==> config.mk <==
export PLATFORM = sky130hd
export DESIGN_NAME = adsr_envelope_gain_flat
export DESIGN_NICKNAME = d
export VERILOG_FILES = /design/src/adsr_pkg.sv /design/src/adsr_in_if.sv /design/src/adsr_out_if.sv /design/src/adsr_cfg_if.sv /design/src/adsr_cfg_regs.sv /design/src/adsr_seg_decode.sv /design/src/adsr_gain_div.sv /design/src/adsr_scale.sv /design/src/adsr_envelope_gain.sv /design/src/flat_wrapper.sv
export SDC_FILE = /design/constraint.sdc
export NUM_CORES = 2
export LEC_CHECK = 0
export ABC_AREA = 0
export BUFFER_PORTS_ARGS = -buffer_cell sky130_fd_sc_hd__buf_4
export CAP_MARGIN = 30
export CORE_MARGIN = 3
export CORE_UTILIZATION = 30
export CTS_CLUSTER_DIAMETER = 60
export DETAILED_ROUTE_END_ITERATION = 12
export MAX_ROUTING_LAYER = met4
export SYNTH_ARGS = -nofsm -noshare
export SYNTH_HDL_FRONTEND = slang
export SYNTH_SLANG_ARGS = --single-unit
==> constraint.sdc <==
create_clock -name i_clk -period 86.3 [get_ports i_clk]
set_input_delay 12.945 -clock i_clk [delete_from_list [all_inputs] [get_ports i_clk]]
set_output_delay 12.945 -clock i_clk [all_outputs]
set_load 0.05 [all_outputs]
==> src/adsr_pkg.sv <==
package adsr_pkg;

    // Default field widths
    localparam int SAMPLE_WIDTH_DEF = 16;
    localparam int INDEX_WIDTH_DEF  = 24;

    // Gain is unsigned Q0.16; the quotient carries one more bit for exactly 1.0
    localparam int GAIN_W  = 16;
    localparam int QUOT_W  = GAIN_W + 1;
    localparam logic [GAIN_W-1:0] GAIN_SUSTAIN = 16'd52428;  // floor(0.8 * 2^16)
    localparam logic [GAIN_W-1:0] GAIN_MAX     = 16'hFFFF;
    localparam logic [GAIN_W-1:0] GAIN_ZERO    = 16'h0000;

    // Configuration register indexes
    localparam int CFG_IDX_W = 8;
    localparam logic [CFG_IDX_W-1:0] CFG_ATTACK  = 8'd0;
    localparam logic [CFG_IDX_W-1:0] CFG_DECAY   = 8'd1;
    localparam logic [CFG_IDX_W-1:0] CFG_SUSTAIN = 8'd2;
    localparam logic [CFG_IDX_W-1:0] CFG_RELEASE = 8'd3;

    // Envelope segment codes
    localparam int SEG_W = 3;
    typedef enum logic [SEG_W-1:0] {
        SEG_ATTACK  = 3'd0,
        SEG_DECAY   = 3'd1,
        SEG_SUSTAIN = 3'd2,
        SEG_RELEASE = 3'd3,
        SEG_DONE    = 3'd4
    } t_segment;

endpackage

==> src/adsr_in_if.sv <==
interface adsr_in_if #(
    parameter int SAMPLE_WIDTH = adsr_pkg::SAMPLE_WIDTH_DEF,
    parameter int INDEX_WIDTH  = adsr_pkg::INDEX_WIDTH_DEF
);
    logic                           valid;
    logic                           ready;
    logic [INDEX_WIDTH-1:0]         sample_index;
    logic signed [SAMPLE_WIDTH-1:0] sample_in;

    modport source (output valid, sample_index, sample_in, input ready);
    modport sink   (input valid, sample_index, sample_in, output ready);
endinterface

==> src/adsr_out_if.sv <==
interface adsr_out_if #(
    parameter int SAMPLE_WIDTH = adsr_pkg::SAMPLE_WIDTH_DEF
);
    logic                           valid;
    logic                           ready;
    logic signed [SAMPLE_WIDTH-1:0] sample_out;
    logic [adsr_pkg::SEG_W-1:0]     segment;

    modport source (output valid, sample_out, segment, input ready);
    modport sink   (input valid, sample_out, segment, output ready);
endinterface

==> src/adsr_cfg_if.sv <==
interface adsr_cfg_if #(
    parameter int INDEX_WIDTH = adsr_pkg::INDEX_WIDTH_DEF
);
    logic                           valid;
    logic                           ready;
    logic [adsr_pkg::CFG_IDX_W-1:0] index;
    logic [INDEX_WIDTH-1:0]         data;

    modport source (output valid, index, data, input ready);
    modport sink   (input valid, index, data, output ready);
endinterface

==> src/adsr_cfg_regs.sv <==
module adsr_cfg_regs #(
    parameter int INDEX_WIDTH = adsr_pkg::INDEX_WIDTH_DEF
) (
    input  logic                   i_clk,
    input  logic                   i_rst_n,
    adsr_cfg_if.sink               i_cfg,
    output logic [INDEX_WIDTH-1:0] o_attack_len,
    output logic [INDEX_WIDTH-1:0] o_decay_len,
    output logic [INDEX_WIDTH-1:0] o_sustain_len,
    output logic [INDEX_WIDTH-1:0] o_release_len
);

    logic [INDEX_WIDTH-1:0] r_attack_len;
    logic [INDEX_WIDTH-1:0] r_decay_len;
    logic [INDEX_WIDTH-1:0] r_sustain_len;
    logic [INDEX_WIDTH-1:0] r_release_len;

    // Writes always complete; unknown indexes are dropped
    assign i_cfg.ready = 1'b1;

    always_ff @(posedge i_clk) begin
        if (!i_rst_n) begin
            r_attack_len  <= '0;
            r_decay_len   <= '0;
            r_sustain_len <= '0;
            r_release_len <= '0;
        end else if (i_cfg.valid) begin
            unique case (i_cfg.index)
                adsr_pkg::CFG_ATTACK:  r_attack_len  <= i_cfg.data;
                adsr_pkg::CFG_DECAY:   r_decay_len   <= i_cfg.data;
                adsr_pkg::CFG_SUSTAIN: r_sustain_len <= i_cfg.data;
                adsr_pkg::CFG_RELEASE: r_release_len <= i_cfg.data;
                default: ;
            endcase
        end
    end

    assign o_attack_len  = r_attack_len;
    assign o_decay_len   = r_decay_len;
    assign o_sustain_len = r_sustain_len;
    assign o_release_len = r_release_len;

endmodule

==> src/adsr_seg_decode.sv <==
// Three stages: segment end sums, compares, then numerator/denominator select.
module adsr_seg_decode #(
    parameter int SAMPLE_WIDTH = adsr_pkg::SAMPLE_WIDTH_DEF,
    parameter int INDEX_WIDTH  = adsr_pkg::INDEX_WIDTH_DEF,
    localparam int DW          = INDEX_WIDTH + 3
) (
    input  logic                           i_clk,
    input  logic                           i_rst_n,
    input  logic                           i_en,
    input  logic                           i_valid,
    input  logic [INDEX_WIDTH-1:0]         i_index,
    input  logic signed [SAMPLE_WIDTH-1:0] i_sample,
    input  logic [INDEX_WIDTH-1:0]         i_attack_len,
    input  logic [INDEX_WIDTH-1:0]         i_decay_len,
    input  logic [INDEX_WIDTH-1:0]         i_sustain_len,
    input  logic [INDEX_WIDTH-1:0]         i_release_len,
    output logic                           o_valid,
    output logic [DW-1:0]                  o_num,
    output logic [DW-1:0]                  o_den,
    output logic [adsr_pkg::SEG_W-1:0]     o_seg,
    output logic signed [SAMPLE_WIDTH-1:0] o_sample
);

    localparam int W = INDEX_WIDTH;

    // stage 1
    logic                           r1_v;
    logic [W-1:0]                   r1_i;
    logic signed [SAMPLE_WIDTH-1:0] r1_s;
    logic [W-1:0]                   r1_a;
    logic [W-1:0]                   r1_slen;
    logic [W:0]                     r1_ad;
    logic [W:0]                     r1_sr;
    logic [DW-1:0]                  r1_d5;
    logic [DW-1:0]                  r1_r5;
    // stage 2
    logic                           r2_v;
    logic [W-1:0]                   r2_i;
    logic signed [SAMPLE_WIDTH-1:0] r2_s;
    logic [W-1:0]                   r2_a;
    logic                           r2_lt_a;
    logic                           r2_lt_d;
    logic [W+1:0]                   r2_es;
    logic [W+1:0]                   r2_er;
    logic [DW-1:0]                  r2_d5;
    logic [DW-1:0]                  r2_d5a;
    logic [DW-1:0]                  r2_r5;
    // stage 3
    logic                           r3_v;
    logic signed [SAMPLE_WIDTH-1:0] r3_s;
    logic [DW-1:0]                  r3_num;
    logic [DW-1:0]                  r3_den;
    logic [adsr_pkg::SEG_W-1:0]     r3_seg;

    logic                           lt_s;
    logic                           lt_r;
    logic [W+1:0]                   rel_left;
    logic [DW-1:0]                  n_num;
    logic [DW-1:0]                  n_den;
    adsr_pkg::t_segment             n_seg;

    always_ff @(posedge i_clk) begin
        if (!i_rst_n) begin
            r1_v <= 1'b0;
            r2_v <= 1'b0;
            r3_v <= 1'b0;
        end else if (i_en) begin
            r1_v <= i_valid;
            r2_v <= r1_v;
            r3_v <= r2_v;
        end
    end

    // 5x lengths as shift-and-add; end sums kept at full precision
    always_ff @(posedge i_clk) begin
        if (i_en) begin
            r1_i    <= i_index;
            r1_s    <= i_sample;
            r1_a    <= i_attack_len;
            r1_slen <= i_sustain_len;
            r1_ad   <= {1'b0, i_attack_len} + {1'b0, i_decay_len};
            r1_sr   <= {1'b0, i_sustain_len} + {1'b0, i_release_len};
            r1_d5   <= {1'b0, i_decay_len, 2'b00} + {3'b000, i_decay_len};
            r1_r5   <= {1'b0, i_release_len, 2'b00} + {3'b000, i_release_len};
        end
    end

    always_ff @(posedge i_clk) begin
        if (i_en) begin
            r2_i    <= r1_i;
            r2_s    <= r1_s;
            r2_a    <= r1_a;
            r2_lt_a <= r1_i < r1_a;
            r2_lt_d <= {1'b0, r1_i} < r1_ad;
            r2_es   <= {1'b0, r1_ad} + {2'b00, r1_slen};
            r2_er   <= {1'b0, r1_ad} + {1'b0, r1_sr};
            r2_d5   <= r1_d5;
            r2_d5a  <= r1_d5 + {3'b000, r1_a};
            r2_r5   <= r1_r5;
        end
    end

    // decay:   5D - (i - A)        = (5D + A) - i
    // release: 4 * (R - (i - Es))  = 4 * (Er - i)
    assign lt_s     = {2'b00, r2_i} < r2_es;
    assign lt_r     = {2'b00, r2_i} < r2_er;
    assign rel_left = r2_er - {2'b00, r2_i};

    always_comb begin
        n_num = '0;
        n_den = '0;
        priority if (r2_lt_a) begin
            n_seg = adsr_pkg::SEG_ATTACK;
            n_num = {3'b000, r2_i};
            n_den = {3'b000, r2_a};
        end else if (r2_lt_d) begin
            n_seg = adsr_pkg::SEG_DECAY;
            n_num = r2_d5a - {3'b000, r2_i};
            n_den = r2_d5;
        end else if (lt_s) begin
            n_seg = adsr_pkg::SEG_SUSTAIN;
        end else if (lt_r) begin
            n_seg = adsr_pkg::SEG_RELEASE;
            n_num = {rel_left[W:0], 2'b00};
            n_den = r2_r5;
        end else begin
            n_seg = adsr_pkg::SEG_DONE;
        end
    end

    always_ff @(posedge i_clk) begin
        if (i_en) begin
            r3_s   <= r2_s;
            r3_num <= n_num;
            r3_den <= n_den;
            r3_seg <= n_seg;
        end
    end

    assign o_valid  = r3_v;
    assign o_num    = r3_num;
    assign o_den    = r3_den;
    assign o_seg    = r3_seg;
    assign o_sample = r3_s;

endmodule

==> src/adsr_gain_div.sv <==
// Restoring divider, one quotient bit per stage: q = floor(num * 2^16 / den).
// Requires num <= den; the first stage compares without a shift.
module adsr_gain_div #(
    parameter int DW    = adsr_pkg::INDEX_WIDTH_DEF + 3,
    parameter int TAG_W = adsr_pkg::SEG_W + adsr_pkg::SAMPLE_WIDTH_DEF,
    localparam int QW   = adsr_pkg::QUOT_W
) (
    input  logic             i_clk,
    input  logic             i_rst_n,
    input  logic             i_en,
    input  logic             i_valid,
    input  logic [DW-1:0]    i_num,
    input  logic [DW-1:0]    i_den,
    input  logic [TAG_W-1:0] i_tag,
    output logic             o_valid,
    output logic [QW-1:0]    o_quot,
    output logic [TAG_W-1:0] o_tag
);

    logic             r_v   [QW];
    logic [DW-1:0]    r_rem [QW];
    logic [DW-1:0]    r_den [QW];
    logic [QW-1:0]    r_q   [QW];
    logic [TAG_W-1:0] r_tag [QW];

    for (genvar k = 0; k < QW; k++) begin : g_stage
        logic             v_in;
        logic [DW-1:0]    rem_in;
        logic [DW-1:0]    den_in;
        logic [QW-1:0]    q_in;
        logic [TAG_W-1:0] tag_in;
        logic [DW:0]      trial;
        logic             ge;
        logic [DW:0]      diff;

        if (k == 0) begin : g_first
            assign v_in   = i_valid;
            assign rem_in = i_num;
            assign den_in = i_den;
            assign q_in   = '0;
            assign tag_in = i_tag;
            assign trial  = {1'b0, rem_in};
        end else begin : g_next
            assign v_in   = r_v[k-1];
            assign rem_in = r_rem[k-1];
            assign den_in = r_den[k-1];
            assign q_in   = r_q[k-1];
            assign tag_in = r_tag[k-1];
            assign trial  = {rem_in, 1'b0};
        end

        assign ge   = trial >= {1'b0, den_in};
        assign diff = trial - {1'b0, den_in};

        always_ff @(posedge i_clk) begin
            if (!i_rst_n) begin
                r_v[k] <= 1'b0;
            end else if (i_en) begin
                r_v[k] <= v_in;
            end
        end

        // remainder stays below den, so it fits DW bits
        always_ff @(posedge i_clk) begin
            if (i_en) begin
                r_rem[k] <= ge ? diff[DW-1:0] : trial[DW-1:0];
                r_den[k] <= den_in;
                r_q[k]   <= {q_in[QW-2:0], ge};
                r_tag[k] <= tag_in;
            end
        end
    end

    assign o_valid = r_v[QW-1];
    assign o_quot  = r_q[QW-1];
    assign o_tag   = r_tag[QW-1];

endmodule

==> src/adsr_scale.sv <==
// Gain select and sample multiply, one register stage.
module adsr_scale #(
    parameter int SAMPLE_WIDTH = adsr_pkg::SAMPLE_WIDTH_DEF
) (
    input  logic                           i_clk,
    input  logic                           i_rst_n,
    input  logic                           i_en,
    input  logic                           i_valid,
    input  logic [adsr_pkg::QUOT_W-1:0]    i_quot,
    input  logic [adsr_pkg::SEG_W-1:0]     i_seg,
    input  logic signed [SAMPLE_WIDTH-1:0] i_sample,
    output logic                           o_valid,
    output logic signed [SAMPLE_WIDTH-1:0] o_sample,
    output logic [adsr_pkg::SEG_W-1:0]     o_seg
);

    localparam int GW = adsr_pkg::GAIN_W;
    localparam int PW = SAMPLE_WIDTH + GW + 1;

    logic [GW-1:0]          gain;
    logic signed [GW:0]     gain_s;
    logic                   r_v;
    logic signed [PW-1:0]   r_prod;
    logic [adsr_pkg::SEG_W-1:0] r_seg;

    always_comb begin
        unique case (i_seg)
            adsr_pkg::SEG_ATTACK:  gain = i_quot[GW-1:0];
            // exact 1.0 at decay start is held just below
            adsr_pkg::SEG_DECAY:   gain = i_quot[GW] ? adsr_pkg::GAIN_MAX : i_quot[GW-1:0];
            adsr_pkg::SEG_SUSTAIN: gain = adsr_pkg::GAIN_SUSTAIN;
            adsr_pkg::SEG_RELEASE: gain = i_quot[GW-1:0];
            default:               gain = adsr_pkg::GAIN_ZERO;
        endcase
    end

    assign gain_s = $signed({1'b0, gain});

    always_ff @(posedge i_clk) begin
        if (!i_rst_n) begin
            r_v <= 1'b0;
        end else if (i_en) begin
            r_v <= i_valid;
        end
    end

    always_ff @(posedge i_clk) begin
        if (i_en) begin
            r_prod <= PW'(i_sample) * PW'(gain_s);
            r_seg  <= i_seg;
        end
    end

    // arithmetic shift by 16 rounds toward minus infinity; gain < 1 so it fits
    assign o_valid  = r_v;
    assign o_sample = r_prod[GW+SAMPLE_WIDTH-1:GW];
    assign o_seg    = r_seg;

endmodule

==> src/adsr_envelope_gain.sv <==
// ADSR envelope gain stage.
// i_smp carries one audio sample (signed Q1.15) with its index since note
// start; o_smp returns the sample scaled by the envelope gain and the
// segment code (attack, decay, sustain, release, finished). i_cfg writes the
// four segment lengths, counted in samples; index 0..3 selects attack, decay,
// sustain, release, other indexes are dropped. Write lengths only while idle.
// Throughput: one sample per cycle while the skid register is empty. Each
// result passes 3 decode stages, 17 divider stages - one per quotient
// bit of the Q0.16 gain plus the bit for exactly 1.0 - one multiply stage
// and one output register. The per-sample divide is what sets the depth.
// Reset clears all lengths to zero (every index reads as finished) and
// empties the pipeline. When the receiver stalls, the output register holds
// and one more result lands in a skid register; the pipeline then freezes
// as a whole and i_smp.ready drops until the skid register drains.
module adsr_envelope_gain #(
    parameter int SAMPLE_WIDTH = adsr_pkg::SAMPLE_WIDTH_DEF,
    parameter int INDEX_WIDTH  = adsr_pkg::INDEX_WIDTH_DEF
) (
    input  logic      i_clk,
    input  logic      i_rst_n,
    adsr_in_if.sink   i_smp,
    adsr_cfg_if.sink  i_cfg,
    adsr_out_if.source o_smp
);

    localparam int DW    = INDEX_WIDTH + 3;
    localparam int SEG_W = adsr_pkg::SEG_W;
    localparam int TAG_W = SEG_W + SAMPLE_WIDTH;

    logic [INDEX_WIDTH-1:0] attack_len;
    logic [INDEX_WIDTH-1:0] decay_len;
    logic [INDEX_WIDTH-1:0] sustain_len;
    logic [INDEX_WIDTH-1:0] release_len;

    // pipeline advance; frozen only while the skid register holds a result
    logic en;

    logic                           dec_v;
    logic [DW-1:0]                  dec_num;
    logic [DW-1:0]                  dec_den;
    logic [SEG_W-1:0]               dec_seg;
    logic signed [SAMPLE_WIDTH-1:0] dec_s;

    logic                           div_v;
    logic [adsr_pkg::QUOT_W-1:0]    div_q;
    logic [TAG_W-1:0]               div_tag;

    logic                           mul_v;
    logic signed [SAMPLE_WIDTH-1:0] mul_s;
    logic [SEG_W-1:0]               mul_seg;

    logic                           r_out_valid;
    logic signed [SAMPLE_WIDTH-1:0] r_out_sample;
    logic [SEG_W-1:0]               r_out_seg;
    logic                           r_skid_valid;
    logic signed [SAMPLE_WIDTH-1:0] r_skid_sample;
    logic [SEG_W-1:0]               r_skid_seg;

    assign en          = !r_skid_valid;
    assign i_smp.ready = en;

    adsr_cfg_regs #(
        .INDEX_WIDTH (INDEX_WIDTH)
    ) u_cfg (
        .i_clk         (i_clk),
        .i_rst_n       (i_rst_n),
        .i_cfg         (i_cfg),
        .o_attack_len  (attack_len),
        .o_decay_len   (decay_len),
        .o_sustain_len (sustain_len),
        .o_release_len (release_len)
    );

    adsr_seg_decode #(
        .SAMPLE_WIDTH (SAMPLE_WIDTH),
        .INDEX_WIDTH  (INDEX_WIDTH)
    ) u_dec (
        .i_clk         (i_clk),
        .i_rst_n       (i_rst_n),
        .i_en          (en),
        .i_valid       (i_smp.valid),
        .i_index       (i_smp.sample_index),
        .i_sample      (i_smp.sample_in),
        .i_attack_len  (attack_len),
        .i_decay_len   (decay_len),
        .i_sustain_len (sustain_len),
        .i_release_len (release_len),
        .o_valid       (dec_v),
        .o_num         (dec_num),
        .o_den         (dec_den),
        .o_seg         (dec_seg),
        .o_sample      (dec_s)
    );

    // segment and sample ride along the divider as a tag
    adsr_gain_div #(
        .DW    (DW),
        .TAG_W (TAG_W)
    ) u_div (
        .i_clk   (i_clk),
        .i_rst_n (i_rst_n),
        .i_en    (en),
        .i_valid (dec_v),
        .i_num   (dec_num),
        .i_den   (dec_den),
        .i_tag   ({dec_seg, dec_s}),
        .o_valid (div_v),
        .o_quot  (div_q),
        .o_tag   (div_tag)
    );

    adsr_scale #(
        .SAMPLE_WIDTH (SAMPLE_WIDTH)
    ) u_scale (
        .i_clk    (i_clk),
        .i_rst_n  (i_rst_n),
        .i_en     (en),
        .i_valid  (div_v),
        .i_quot   (div_q),
        .i_seg    (div_tag[TAG_W-1:SAMPLE_WIDTH]),
        .i_sample (div_tag[SAMPLE_WIDTH-1:0]),
        .o_valid  (mul_v),
        .o_sample (mul_s),
        .o_seg    (mul_seg)
    );

    // Output register plus skid register. A result leaving the multiply
    // stage goes to the output register when it is free or being drained,
    // otherwise into the skid register.
    always_ff @(posedge i_clk) begin
        if (!i_rst_n) begin
            r_out_valid  <= 1'b0;
            r_skid_valid <= 1'b0;
        end else if (o_smp.ready || !r_out_valid) begin
            if (r_skid_valid) begin
                r_out_valid  <= 1'b1;
                r_skid_valid <= 1'b0;
            end else begin
                r_out_valid  <= mul_v;
            end
        end else if (mul_v) begin
            r_skid_valid <= 1'b1;
        end
    end

    always_ff @(posedge i_clk) begin
        if (o_smp.ready || !r_out_valid) begin
            if (r_skid_valid) begin
                r_out_sample <= r_skid_sample;
                r_out_seg    <= r_skid_seg;
            end else begin
                r_out_sample <= mul_s;
                r_out_seg    <= mul_seg;
            end
        end else if (mul_v && en) begin
            r_skid_sample <= mul_s;
            r_skid_seg    <= mul_seg;
        end
    end

    assign o_smp.valid      = r_out_valid;
    assign o_smp.sample_out = r_out_sample;
    assign o_smp.segment    = r_out_seg;

    // skid register only ever fills behind a waiting output
    a_skid_behind_out: assert property (@(posedge i_clk) disable iff (!i_rst_n)
        r_skid_valid |-> r_out_valid)
        else $error("skid register holds a result with no output pending");

    a_skid_fill_on_stall: assert property (@(posedge i_clk) disable iff (!i_rst_n)
        $rose(r_skid_valid) |-> $past(r_out_valid && !o_smp.ready && mul_v))
        else $error("skid register filled without a stalled output");

    a_done_is_silent: assert property (@(posedge i_clk) disable iff (!i_rst_n)
        (r_out_valid && r_out_seg == adsr_pkg::SEG_DONE) |-> (r_out_sample == '0))
        else $error("finished segment produced a nonzero sample");

    a_no_skid_while_free: assert property (@(posedge i_clk) disable iff (!i_rst_n)
        (!r_out_valid && !r_skid_valid) |=> !r_skid_valid)
        else $error("skid register filled while output register was free");

endmodule
==> src/flat_wrapper.sv <==
// flat-port wrapper written by rule: the top's interface ports become plain ports
module adsr_envelope_gain_flat 
#(
    parameter int SAMPLE_WIDTH = adsr_pkg::SAMPLE_WIDTH_DEF,
    parameter int INDEX_WIDTH  = adsr_pkg::INDEX_WIDTH_DEF
)
  (i_clk, i_rst_n, i_smp_valid, i_smp_sample_index, i_smp_sample_in, i_smp_ready, i_cfg_valid, i_cfg_index, i_cfg_data, i_cfg_ready, o_smp_valid, o_smp_sample_out, o_smp_segment, o_smp_ready);
  adsr_in_if #(.SAMPLE_WIDTH(SAMPLE_WIDTH), .INDEX_WIDTH(INDEX_WIDTH)) i_smp_i ();
  adsr_cfg_if #(.INDEX_WIDTH(INDEX_WIDTH)) i_cfg_i ();
  adsr_out_if #(.SAMPLE_WIDTH(SAMPLE_WIDTH)) o_smp_i ();
  input  logic i_clk;
  input  logic i_rst_n;
  input wire logic [$bits(i_smp_i.valid)-1:0] i_smp_valid;
  input wire logic [$bits(i_smp_i.sample_index)-1:0] i_smp_sample_index;
  input wire logic [$bits(i_smp_i.sample_in)-1:0] i_smp_sample_in;
  output wire logic [$bits(i_smp_i.ready)-1:0] i_smp_ready;
  input wire logic [$bits(i_cfg_i.valid)-1:0] i_cfg_valid;
  input wire logic [$bits(i_cfg_i.index)-1:0] i_cfg_index;
  input wire logic [$bits(i_cfg_i.data)-1:0] i_cfg_data;
  output wire logic [$bits(i_cfg_i.ready)-1:0] i_cfg_ready;
  output wire logic [$bits(o_smp_i.valid)-1:0] o_smp_valid;
  output wire logic [$bits(o_smp_i.sample_out)-1:0] o_smp_sample_out;
  output wire logic [$bits(o_smp_i.segment)-1:0] o_smp_segment;
  input wire logic [$bits(o_smp_i.ready)-1:0] o_smp_ready;
  assign i_smp_i.valid = i_smp_valid;
  assign i_smp_i.sample_index = i_smp_sample_index;
  assign i_smp_i.sample_in = i_smp_sample_in;
  assign i_smp_ready = i_smp_i.ready;
  assign i_cfg_i.valid = i_cfg_valid;
  assign i_cfg_i.index = i_cfg_index;
  assign i_cfg_i.data = i_cfg_data;
  assign i_cfg_ready = i_cfg_i.ready;
  assign o_smp_valid = o_smp_i.valid;
  assign o_smp_sample_out = o_smp_i.sample_out;
  assign o_smp_segment = o_smp_i.segment;
  assign o_smp_i.ready = o_smp_ready;
  adsr_envelope_gain #(.SAMPLE_WIDTH(SAMPLE_WIDTH), .INDEX_WIDTH(INDEX_WIDTH)) u_core (.i_clk(i_clk), .i_rst_n(i_rst_n), .i_smp(i_smp_i), .i_cfg(i_cfg_i), .o_smp(o_smp_i));
endmodule
==> run_results.csv <==
group,metric,value,unit
cts,cts_sinks,1980,
logic_synthesis,synth.largest_area_cell,"edfxtp_1",
grt,grtUsageTotal,12.4,%
worst_setup_path,critPathArrivalTime,2.52,ns
placed_design,dp_hpwl,170000,um
cts,clock_latency,0.96,ns
detailed_routing,vias_per_cell,4.69,
grt,grt_pass1_wl,365000,um
worst_setup_path,critPathBufInv,3,
cts,htreeDepth,4,
detailed_routing,dr.pass1.iters,7,
cts,postCtsSetupBuffers,0,
pwr,powerDensity,39.3,mW/mm2
floorplanning,start_util,30.2,%
timing,drv_slew,0,
timing,rsz0062_at_grt,"no",
placed_design,gp_congestion,0.873,
detailed_routing,wirelength,228000,um
finish,final_common_cell,"edfxtp_1",
outcome,status,"complete, no violations",
detailed_routing,drcViolationCount,0,
cts,cts_hold_buf,0,
detailed_routing,wl_per_cell,15.7,um
logic_synthesis,synth_seq_cells,1980,
cts,cts_buffers,241,
detailed_routing,drt_iter0_drc,3349,
floorplanning,die_area,0.374,mm2
finish,synthToLayoutAreaGrowth,13.4,%
timing,layout_min_cycle_time,15.46,ns
logic_synthesis,yosysTopAreaCellShare,51.3,%
logic_synthesis,synth-main-ff-cell,"edfxtp_1",
placed_design,dp_cells,14100,
finish,nets,10800,
logic_synthesis,async_flop_share,0,%
cts,ctsLongestPathBuffers,4,
flow_run,cap_violations,0,
cts,cts_resized,0,
placed_design,pre_cts_ws,70.55,ns
finish,final_cells,14600,
timing,setup_viol,0,
grt,antenna_found_initial,4,
floorplanning,die_h,611,um
pwr,total_power,0.00491,W
worst_setup_path,path_class,"reg -> out",
detailed_routing,drtAntennaViolNets,0,
floorplanning,die_w,611,um
timing,skew,0.119,ns
worst_setup_path,worstPathRequired,73.35,ns
finish,final_cell_mix,"edfxtp_1 (1877), inv_1 (1029), ha_1 (878)",
logic_synthesis,avgSynthCellArea,11.8,um2
worst_setup_path,cp_slowest_cell,"buf_4",
floorplanning,io_pins,99,
timing,fmax,64.7,MHz
timing,final.setup.worst_slack,70.84,ns
cts,cts_tree,"yes",
logic_synthesis,ys_warn_count,0,
cts,cts_root_buf,"clkbuf_16",
timing,worst_pin_slew,1.09,ns
worst_setup_path,crit_path_frequent_cell,"buf_4",
pwr,vdd_drop_max,0.0000918,V
worst_setup_path,cp-start-kind,"flip-flop",
timing,fin_crit_sh,17.9,%
timing,relSlewSlack,27.5,%
worst_setup_path,crit_fanout,64,
pwr,leakagePower,49.7,nW
finish,drive_gt1_share,9.09,%
logic_synthesis,synth_edf_count,1877,
logic_synthesis,yosysUniqueCellTypes,95,
worst_setup_path,regToRegSetupSlack,77.88,ns
worst_setup_path,crit_family,"buffers and inverters",
floorplanning,placementRows,221,
detailed_routing,dr_total_vias,68500,
placed_design,port_buffers,97,
logic_synthesis,synth_area,0.110,mm2
grt,grt_start_max_net_pins,169,
cts,clk_transition_reported_paths,0.06,ns
logic_synthesis,synth_cells,9341,
timing,finalHoldViolCount,0,
logic_synthesis,synth-seq-area-share,53.2,%
logic_synthesis,ys_top_cells_by_area,"edfxtp_1 (51%), ha_1 (10%), fa_1 (4.0%), inv_1 (3.5%), xnor2_1 (2.7%)",
logic_synthesis,synth_nets,10500,
grt,grt_pass1_vias,69200,
worst_setup_path,crit_chain,"buf_4 -> inv_8 -> buf_4",
grt,grt_overflow,0,
timing,tns,0,ns
floorplanning,core,0.364,mm2
worst_setup_path,cp-end-kind,"output pin",
worst_setup_path,slowest_delay,0.47,ns
worst_hold_path,hold_path_class,"reg -> reg",
==> stage by stage <==
stage / hold WS (ns) / cell area [um2] / utilization, %
floorplan: 0.400 / 110000 / -
global placement: 0.400 / 117000 / 32.1
detailed placement: 0.405 / 117000 / 32.1
CTS: 0.328 / 125000 / 34.3
global route: 0.346 / 125000 / 34.3
finish: 0.361 / 125000 / 34.3
==> layer usage <==
layer	up-vias	GRT usage, %	wire length (um)
met4	0	5.11	9830
met5	-	-	0
met3	496	1.56	7930
met1	32600	14.1	96600
met2	1120	21.8	114000
li1	34200	-	-
==> synth_stat cells, drive strengths merged (71+ instances only) <==
library cell / count
edfxtp: 1877
inv: 1031
ha: 878
nand2: 766
a21oi: 565
o21ai: 483
nor2: 468
xnor2: 341
a21o: 262
mux2: 249
fa: 218
xor2: 180
and2: 161
nor2b: 156
clkbuf: 152
a21boi: 131
nor3: 123
dfxtp: 103
nand2b: 99
nand3: 96
o21a: 96
nand4: 73
and3: 71
==> flip-flops by register name, summed over array words and instances (netlist names), 26 cells and up <==
| name | count |
|---|---|
| u_core.u_dec.o_num | 27 |
| u_core.u_div.r_den | 432 |
| u_core.u_dec.r2_r5 | 27 |
| u_core.u_dec.r2_d5 | 27 |
| u_core.u_dec.o_den | 27 |
| u_core.u_dec.r2_er | 26 |
| u_core.u_div.r_q | 153 |
| u_core.u_dec.r1_d5 | 27 |
| u_core.u_dec.r1_r5 | 27 |
| u_core.u_dec.r2_d5a | 27 |
| u_core.u_dec.r2_es | 26 |
| u_core.u_div.r_tag | 323 |
| u_core.u_div.r_rem | 432 |
==> where the power goes <==
part	total [W]	switching, W	internal [W]
Clock	0.000991	0.000410	0.000581
Sequential	0.00140	0.0000722	0.00133
Combinational	0.00252	0.00142	0.00110
Total	0.00491	0.00190	0.00301
==> cell families after synthesis <==
family,Yosys count,share of synthesized area [%]
xor gates and xnor gates,521,4.15
DFF,1980,53.2
and+or+nand+nor,2178,9.48
buffers and inverters,1207,4.17
AOI/OAI and AO/OA,2080,12.2
other,1,0.00341
adders and majority gates,1096,14.0
muxes,278,2.82
==> worst register-to-register path: stages, from the launching register on <==
cell       delay [ns]
edfxtp_1         0.57
nor2b_1          0.56
mux2_2           0.39
nor2_1           0.07
nor2_1           0.66
buf_4            0.31
nand2_1          0.09
fa_1             0.56
inv_1            0.05
fa_1             0.53
fa_1             0.46
fa_1             0.53
fa_1             0.55
inv_1            0.05
fa_1             0.53
inv_1            0.04
ha_1             0.30
and3_1           0.16
o2111ai_1        0.16
o21ai_1          0.35
nand3_1          0.18
a21boi_1         0.47
a41o_1           0.34
a21oi_1          0.11
xnor2_1          0.13
==> final cells by class <==
class / instances / area [um2]
flip-flops and latches: 1980 / 58400
repair buffers: 180 / 1490
well taps: 4794 / 6000
diodes: 3 / 7.51
clock inverters: 161 / 1640
clock buffers: 281 / 6230
fillers: 35800 / 239000
multi-input cells: 6154 / 47000
inverters: 1031 / 3880
==> path summary, 6_finish.rpt <==
check | end | cells past startpoint | from
min reg2reg | u_core.u_div.r_tag[0][65] | 0 | u_core.u_div.r_tag[0][46]
max reg2reg | u_core.u_scale.r_prod[28] | 24 | u_core.u_div.r_tag[0][321]
min | u_core.u_div.r_tag[0][65] | 0 | u_core.u_div.r_tag[0][46]
max | i_smp_ready | 3 | u_core.r_skid_valid
Note: power is estimated with default switching activity, not from simulation.
